## src/design/afd_pkg.sv

```systemverilog
// Shared types and constants for the AAF frame deframer.
package afd_pkg;

  localparam int unsigned HEADER_BYTES_DEF = 20;
  localparam int unsigned POS_W            = 18;
  localparam int unsigned SUBTYPE_RESET    = 2;
  localparam int unsigned OUT_DEPTH        = 4;
  localparam int unsigned OUT_PTR_W        = $clog2(OUT_DEPTH);
  localparam int unsigned OUT_CNT_W        = $clog2(OUT_DEPTH + 1);

  // Header byte positions
  localparam logic [POS_W-1:0] POS_SUBTYPE   = POS_W'(0);
  localparam logic [POS_W-1:0] POS_SEQ       = POS_W'(2);
  localparam logic [POS_W-1:0] POS_MAC_FIRST = POS_W'(4);
  localparam logic [POS_W-1:0] POS_MAC_LAST  = POS_W'(9);
  localparam logic [POS_W-1:0] POS_UID_FIRST = POS_W'(10);
  localparam logic [POS_W-1:0] POS_UID_LAST  = POS_W'(11);
  localparam logic [POS_W-1:0] POS_TS_FIRST  = POS_W'(12);
  localparam logic [POS_W-1:0] POS_TS_LAST   = POS_W'(15);
  localparam logic [POS_W-1:0] POS_LEN_FIRST = POS_W'(16);
  localparam logic [POS_W-1:0] POS_LEN_LAST  = POS_W'(17);
  localparam logic [POS_W-1:0] POS_MAX       = {POS_W{1'b1}};

  typedef enum logic {
    KIND_PAYLOAD = 1'b0,
    KIND_REPORT  = 1'b1
  } kind_e;

  typedef enum logic [1:0] {
    ST_OK      = 2'd0,
    ST_SHORT   = 2'd1,
    ST_SUBTYPE = 2'd2,
    ST_OVERRUN = 2'd3
  } status_e;

  typedef struct packed {
    logic [7:0] frame_byte;
    logic       frame_last;
  } in_beat_t;

  typedef struct packed {
    kind_e       kind;
    logic [7:0]  payload_byte;
    status_e     status;
    logic [47:0] stream_mac;
    logic [15:0] stream_uid;
    logic [7:0]  sequence_res;
    logic [31:0] timestamp32;
    logic [15:0] payload_length;
    logic        report_last;
  } out_beat_t;

  // Result pushes from the parser into the output queue
  typedef struct packed {
    logic pay;
    logic rep;
  } afd_push_t;

endpackage

```

## src/design/afd_parser.sv

```systemverilog
// Byte-position tracking, header capture and result generation.
module afd_parser #(
  parameter int unsigned HEADER_BYTES = afd_pkg::HEADER_BYTES_DEF
) (
  input  logic               clk_i,
  input  logic               rst_ni,
  input  logic               accept_i,
  input  afd_pkg::in_beat_t  beat_i,
  input  logic [7:0]         subtype_i,
  output afd_pkg::afd_push_t push_o,
  output afd_pkg::out_beat_t pay_o,
  output afd_pkg::out_beat_t rep_o
);
  import afd_pkg::*;

  localparam logic [POS_W-1:0] HDR_POS  = POS_W'(HEADER_BYTES);
  localparam logic [POS_W:0]   HDR_FLEN = (POS_W+1)'(HEADER_BYTES);

  logic [POS_W-1:0] pos_q, pos_d;
  logic [7:0]       sub_q, sub_d;
  logic [7:0]       seq_q, seq_d;
  logic [47:0]      mac_q, mac_d;
  logic [15:0]      uid_q, uid_d;
  logic [31:0]      ts_q, ts_d;
  logic [15:0]      len_q, len_d;

  logic [7:0]       b;
  logic [POS_W-1:0] pay_end;
  logic [POS_W:0]   flen;
  logic [POS_W:0]   need;
  logic             in_payload;
  status_e          status;

  assign b = beat_i.frame_byte;

  // Capture header fields; the report sees this byte's capture too
  always_comb begin
    sub_d = sub_q;
    seq_d = seq_q;
    mac_d = mac_q;
    uid_d = uid_q;
    ts_d  = ts_q;
    len_d = len_q;
    if (pos_q == POS_SUBTYPE) begin
      sub_d = b;
    end else if (pos_q == POS_SEQ) begin
      seq_d = b;
    end else if (pos_q >= POS_MAC_FIRST && pos_q <= POS_MAC_LAST) begin
      mac_d = {mac_q[39:0], b};
    end else if (pos_q >= POS_UID_FIRST && pos_q <= POS_UID_LAST) begin
      uid_d = {uid_q[7:0], b};
    end else if (pos_q >= POS_TS_FIRST && pos_q <= POS_TS_LAST) begin
      ts_d = {ts_q[23:0], b};
    end else if (pos_q >= POS_LEN_FIRST && pos_q <= POS_LEN_LAST) begin
      len_d = {len_q[7:0], b};
    end
  end

  assign pay_end    = HDR_POS + {{(POS_W-16){1'b0}}, len_d};
  assign in_payload = (pos_q >= HDR_POS) && (pos_q < pay_end) && (sub_d == subtype_i);

  assign flen = {1'b0, pos_q} + (POS_W+1)'(1);
  assign need = HDR_FLEN + {{(POS_W-15){1'b0}}, len_d};

  always_comb begin
    if (flen < HDR_FLEN) begin
      status = ST_SHORT;
    end else if (sub_d != subtype_i) begin
      status = ST_SUBTYPE;
    end else if (need > flen) begin
      status = ST_OVERRUN;
    end else begin
      status = ST_OK;
    end
  end

  always_comb begin
    pay_o              = '0;
    pay_o.kind         = KIND_PAYLOAD;
    pay_o.payload_byte = b;

    rep_o                = '0;
    rep_o.kind           = KIND_REPORT;
    rep_o.status         = status;
    rep_o.stream_mac     = mac_d;
    rep_o.stream_uid     = uid_d;
    rep_o.sequence_res   = seq_d;
    rep_o.timestamp32    = ts_d;
    rep_o.payload_length = len_d;
    rep_o.report_last    = 1'b1;

    push_o.pay = accept_i && in_payload;
    push_o.rep = accept_i && beat_i.frame_last;
  end

  // Advance the position, saturating; clear everything after the report
  always_comb begin
    if (beat_i.frame_last) begin
      pos_d = '0;
    end else if (pos_q != POS_MAX) begin
      pos_d = pos_q + POS_W'(1);
    end else begin
      pos_d = pos_q;
    end
  end

  always_ff @(posedge clk_i or negedge rst_ni) begin
    if (!rst_ni) begin
      pos_q <= '0;
      sub_q <= '0;
      seq_q <= '0;
      mac_q <= '0;
      uid_q <= '0;
      ts_q  <= '0;
      len_q <= '0;
    end else if (accept_i) begin
      pos_q <= pos_d;
      if (beat_i.frame_last) begin
        sub_q <= '0;
        seq_q <= '0;
        mac_q <= '0;
        uid_q <= '0;
        ts_q  <= '0;
        len_q <= '0;
      end else begin
        sub_q <= sub_d;
        seq_q <= seq_d;
        mac_q <= mac_d;
        uid_q <= uid_d;
        ts_q  <= ts_d;
        len_q <= len_d;
      end
    end
  end

endmodule

```

## src/design/afd_out_fifo.sv

```systemverilog
// Result queue taking up to two results per cycle, draining one per beat.
module afd_out_fifo (
  input  logic               clk_i,
  input  logic               rst_ni,
  input  afd_pkg::afd_push_t push_i,
  input  afd_pkg::out_beat_t pay_i,
  input  afd_pkg::out_beat_t rep_i,
  output logic               room_o,
  output logic               out_valid_o,
  input  logic               out_ready_i,
  output afd_pkg::out_beat_t out_beat_o
);
  import afd_pkg::*;

  out_beat_t             mem_q [OUT_DEPTH];
  logic [OUT_PTR_W-1:0]  wr_ptr_q, wr_ptr_d;
  logic [OUT_PTR_W-1:0]  rd_ptr_q, rd_ptr_d;
  logic [OUT_CNT_W-1:0]  cnt_q, cnt_d;
  logic [OUT_PTR_W-1:0]  rep_ptr;
  logic                  pop;
  logic [1:0]            n_push;

  assign pop         = (cnt_q != '0) && out_ready_i;
  assign out_valid_o = (cnt_q != '0);
  assign out_beat_o  = mem_q[rd_ptr_q];
  // Keep space for a payload byte plus a report
  assign room_o      = (cnt_q <= OUT_CNT_W'(OUT_DEPTH - 2));

  assign n_push  = {1'b0, push_i.pay} + {1'b0, push_i.rep};
  assign rep_ptr = wr_ptr_q + OUT_PTR_W'(push_i.pay);

  always_comb begin
    wr_ptr_d = wr_ptr_q + OUT_PTR_W'(n_push);
    rd_ptr_d = rd_ptr_q + OUT_PTR_W'(pop);
    cnt_d    = cnt_q + OUT_CNT_W'(n_push) - OUT_CNT_W'(pop);
  end

  always_ff @(posedge clk_i) begin
    if (push_i.pay) begin
      mem_q[wr_ptr_q] <= pay_i;
    end
    if (push_i.rep) begin
      mem_q[rep_ptr] <= rep_i;
    end
  end

  always_ff @(posedge clk_i or negedge rst_ni) begin
    if (!rst_ni) begin
      wr_ptr_q <= '0;
      rd_ptr_q <= '0;
      cnt_q    <= '0;
    end else begin
      wr_ptr_q <= wr_ptr_d;
      rd_ptr_q <= rd_ptr_d;
      cnt_q    <= cnt_d;
    end
  end

endmodule

```

## src/design/aaf_frame_deframer_core.sv

```systemverilog
// AAF frame deframer top level: config register, parser and result queue.
//
// Usage:
//   in channel  : one frame byte per beat (in_beat_i), frame_last on the
//                 final byte; valid/ready handshake.
//   out channel : one result per beat (out_beat_o). kind 0 carries a payload
//                 byte, kind 1 is the end-of-frame report with the captured
//                 header fields and a status; a bad status means the payload
//                 already sent for that frame must be dropped downstream.
//   cfg         : cfg_we_i writes cfg_wdata_i to the expected subtype.
// Ordering: each result enters the result queue as its byte is accepted and
//   leaves it in order. A last byte that is also a payload byte yields two
//   results, payload first, then the report.
// Throughput: one byte per cycle while in_ready_o is high; the parser is a
//   single register-to-register pass, the four-entry result queue decouples
//   the channels; a frame ending in its payload costs one extra output beat.
// Reset: position, captures and the queue clear; subtype resets to 2.
// Stall: while out_ready_i is low, results pile up in the queue; in_ready_o
//   drops once fewer than two entries are free.
module aaf_frame_deframer_core #(
  parameter int unsigned HEADER_BYTES = afd_pkg::HEADER_BYTES_DEF
) (
  input  logic               clk_i,
  input  logic               rst_ni,
  input  logic               in_valid_i,
  output logic               in_ready_o,
  input  afd_pkg::in_beat_t  in_beat_i,
  output logic               out_valid_o,
  input  logic               out_ready_i,
  output afd_pkg::out_beat_t out_beat_o,
  input  logic               cfg_we_i,
  input  logic [7:0]         cfg_wdata_i
);
  import afd_pkg::*;

  logic [7:0] subtype_q;
  logic       accept;
  afd_push_t  push;
  out_beat_t  pay;
  out_beat_t  rep;

  // Hold the expected subtype
  always_ff @(posedge clk_i or negedge rst_ni) begin
    if (!rst_ni) begin
      subtype_q <= 8'(SUBTYPE_RESET);
    end else if (cfg_we_i) begin
      subtype_q <= cfg_wdata_i;
    end
  end

  assign accept = in_valid_i && in_ready_o;

  afd_parser #(
    .HEADER_BYTES(HEADER_BYTES)
  ) u_parser (
    .clk_i    (clk_i),
    .rst_ni   (rst_ni),
    .accept_i (accept),
    .beat_i   (in_beat_i),
    .subtype_i(subtype_q),
    .push_o   (push),
    .pay_o    (pay),
    .rep_o    (rep)
  );

  afd_out_fifo u_out_fifo (
    .clk_i      (clk_i),
    .rst_ni     (rst_ni),
    .push_i     (push),
    .pay_i      (pay),
    .rep_i      (rep),
    .room_o     (in_ready_o),
    .out_valid_o(out_valid_o),
    .out_ready_i(out_ready_i),
    .out_beat_o (out_beat_o)
  );

endmodule

```

## config.mk

```make
export PLATFORM = sky130hd
export DESIGN_NAME = aaf_frame_deframer_core
export DESIGN_NICKNAME = d
export VERILOG_FILES = /design/src/design/afd_pkg.sv /design/src/design/afd_parser.sv /design/src/design/afd_out_fifo.sv /design/src/design/aaf_frame_deframer_core.sv
export SDC_FILE = /design/constraint.sdc
export NUM_CORES = 1
export LEC_CHECK = 0
export ABC_CLOCK_PERIOD_IN_PS = 7900
export BUFFER_PORTS_ARGS = -buffer_cell sky130_fd_sc_hd__buf_2
export CAP_MARGIN = 10
export CORE_MARGIN = 2
export CORE_UTILIZATION = 45
export CTS_CLUSTER_DIAMETER = 30
export CTS_CLUSTER_SIZE = 25
export DETAILED_ROUTE_END_ITERATION = 10
export GPL_TIMING_DRIVEN = 0
export PLACE_DENSITY_LB_ADDON = 0.2
export SYNTH_ARGS = -nofsm -noshare
export SYNTH_HDL_FRONTEND = slang
export SYNTH_SLANG_ARGS = --single-unit
```

## constraint.sdc

```tcl
create_clock -name clk_i -period 7.9 [get_ports clk_i]
set_input_delay 0 -clock clk_i [delete_from_list [all_inputs] [get_ports clk_i]]
set_output_delay 0 -clock clk_i [all_outputs]
set_load 0.01 [all_outputs]
```

==> results.toml <==
[outcome]
outcome = "completed"

[timing]
relSlewSlack = 0.181
finalMaxSlewViolations = 0
max_slew.worst_pin.slew_ns = 1.23
setup_tns_ns = 0
final_hold_viol_count = 0
post-route-period-util = 0.966
clock-skew-final_ns = 0.0322
fmax_ghz = 0.131
fin_crit_ns = 7.63
setup_viol_count_final = 0

[yosys]
yosys_warnings = 0
postSynthCellCount = 2406
yosys-top-cells-count = "nor2_1 (510), edfxtp_1 (488), nand2_1 (226), dfrtp_1 (160), o21ai_0 (156)"
yosys_most_used_dff = "edfxtp_1"
synth_top_area_cell = "edfxtp_1"
synth_seq_area_share = 0.626
syn_avg_cell_area_um2 = 12.9
synth.distinct_cells = 64
netlist_area_um2 = 31000
synth_nets = 2474
ys_ff_latch = 685
synth-edff-count = 488
synth_most_common_cell = "nor2_1"
async_flop_share = 0.235
synth_top_area_frac = 0.473
synthTopCellsByArea = "edfxtp_1 (47%), dfrtp_1 (13%), mux4_2 (9.5%)"

[cts]
cts-root-buf = "clkbuf_16"
cts_tree = "built"
post_cts_buffers = 0
cts_made_buffers = 142
cts_sinks = 685
htree_levels = 4
clock_path_buffers = 3
clock_latency_ns = 0.72
clk_pin_slew_worst_paths_ns = 0.05

[setup_path]
slowest_delay_ns = 0.62
cp-end-kind = "register"
critPathKind = "reg -> reg"
cp_cell_sequence = "buf_2, nor4_2, nand4_2, nor4_4, buf_6, buf_2, mux2i_1, xor2_1, inv_1, ha_1, o21a_1, o21ai_0, o41ai_1, o21ai_1, a21boi_0, o21ai_0, and3_1, ha_1, xnor2_1, nand3_1, clkbuf_1, buf_16, nand2_8, clkbuf_16"
crit_start = "u_parser.pos_q[5]"
reg2reg_slack_ns = 0.27
r2r-end = "u_out_fifo.mem_q[1][54]"
crit_fanout = 34
slowest_stage = "mux2i_1"
cp.arrival_ns = 8.01
r2r_cells = 24
r2r_start = "u_parser.pos_q[5]"
crit_required_ns = 8.28
worst_setup_path_start_kind = "register"
crit_path_end = "u_out_fifo.mem_q[1][54]"

[final_layout]
diodes = 0
drive_gt1_frac = 0.199
final_area_um2 = 38300
synthToLayoutAreaGrowth_pct = 23.5
instances_no_fill = 3736
fin_nets = 2805
fin_util = 0.560

[routing]
drt-total-wl_um = 87400
drtAntennaViolNets = 0
num_vias = 21323
wl_per_cell_um = 23.4
drt_pass1_iterations = 8
drt_iter0_markers = 1952
drc = 0
routed_via_density = 5.71

[placed_design]
port_buffers = 149
place.gp.congestion = 0.884
dpl_cell_area_um2 = 33100
dp_hpwl_um = 54700
dp_cells = 3445

[run]
cap_violations = 0

[floorplan]
core_area_um2 = 68300
core.rowCount = 96
die_w_um = 266
dieArea_um2 = 71000
die_h_um = 266
ioPinCount = 156
initial_core_util = 0.454

[power_and_ir_drop]
power_mw = 13.2
p_leak_nw = 14.3
powerDensity_nw_per_um2 = 344
ir_worst_vdd_uv = 235

[hold_path]
min_path_type = "in -> reg"

[global_routing]
overflow = 0
antenna_found_initial = 2
grt_pass1_wl_um = 131000
grt_usage = 0.247
grt_pass1_vias = 21898
grt_max_degree = 91
[power breakdown]
part           internal, mW  switching [mW]  total, mW
Clock                  3.87            1.94       5.81
Sequential             4.17           0.200       4.37
Combinational          1.20            1.80       3.00
[timing repair]
item	4_1_cts	5_1_grt
cloned	3	4
setup endpoints to repair	499	444
hold buffers	25	0
pin swaps	1	4
endpoints found under the hold margin	217	0
resized for setup	7	11
[through the flow]
stage / setup WS (ns) / hold slack (ns)
after floorplan: 0.832 / -0.296
after global placement: -3.29 / 0.232
after detailed placement: -1.01 / 0.00718
after CTS: 0.0102 / 0.0247
after global routing: -0.00284 / 0.0343
final: 0.272 / 0.0376
[area by class of cell]
class	count	area, µm²
Multi-Input combinational cell	1519	11000
Tap cell	882	1100
Timing Repair Buffer	184	1280
Inverter	31	116
Clock buffer	174	3800
Buffer	174	698
Sequential cell	685	19400
Clock inverter	87	933
Fill cell	5544	30100
[state kept, by name (all words and copies together), names as in the netlist]
name                 flops
u_parser.uid_q          16
u_out_fifo.cnt_q         3
u_out_fifo.wr_ptr_q      2
u_parser.pos_q          18
u_out_fifo.mem_q       524
u_parser.len_q          16
subtype_q                8
u_out_fifo.rd_ptr_q      2
u_parser.mac_q          48
u_parser.ts_q           32
u_parser.sub_q           8
u_parser.seq_q           8
[how the worst min path moves through the flow]
stage / cells past startpoint / to / slack (ns) / from
after floorplan: 0 / subtype_q[0] / -0.30 / rst_ni
after global placement: 2 / subtype_q[6] / 0.23 / cfg_wdata_i[6]
after detailed placement: 1 / u_parser.uid_q[5] / 0.007 / rst_ni
after CTS: 3 / u_out_fifo.mem_q[0][54] / 0.02 / in_beat_i[6]
after global routing: 3 / u_parser.len_q[5] / 0.03 / in_beat_i[6]
final: 3 / u_parser.len_q[5] / 0.04 / in_beat_i[6]
[worst max-delay path: cells and delay by family, from the launching register on]
kind / cells / cell delay, ns
buf+inv: 7 / 1.88
simple gates: 6 / 1.82
compound gates: 6 / 1.27
xor+xnor: 2 / 0.66
mux: 1 / 0.62
fa+ha+maj: 2 / 0.50
flops: 1 / 0.41
[cell usage in the layout, fill, tap and decap left out, types with 31 or more instances in the layout]
| master | n |
|---|---|
| mux4_2 | 131 |
| dfxtp_1 | 36 |
| buf_2 | 156 |
| edfxtp_1 | 488 |
| inv_1 | 31 |
| clkbuf_1 | 156 |
| clkbuf_16 | 145 |
| a22oi_1 | 73 |
| o21ai_0 | 156 |
| nor2_1 | 510 |
| nand2_1 | 222 |
| mux2i_1 | 149 |
| dfrtp_1 | 160 |
| ha_1 | 45 |
[cell families after synthesis]
| logic type | synth area share |
|---|---|
| adders and majority gates | 0.0188 |
| DFF | 0.626 |
| buffers and inverters | 0.0262 |
| muxes | 0.148 |
| and+or+nand+nor | 0.110 |
| AOI/OAI and AO/OA | 0.0587 |
| xor gates and xnor gates | 0.0127 |
[metal layers]
layer  wire length (µm)  part of all wire  vias up  GRT usage
met1              36500              0.42    10773      0.343
li1                   -                 -     9484          -
met2              41400              0.47      922      0.388
met3               7100             0.081      144     0.0501
met4               2410             0.028        0     0.0905
met5                  0                 0        -          0
Power figures use the tool's default switching activity.
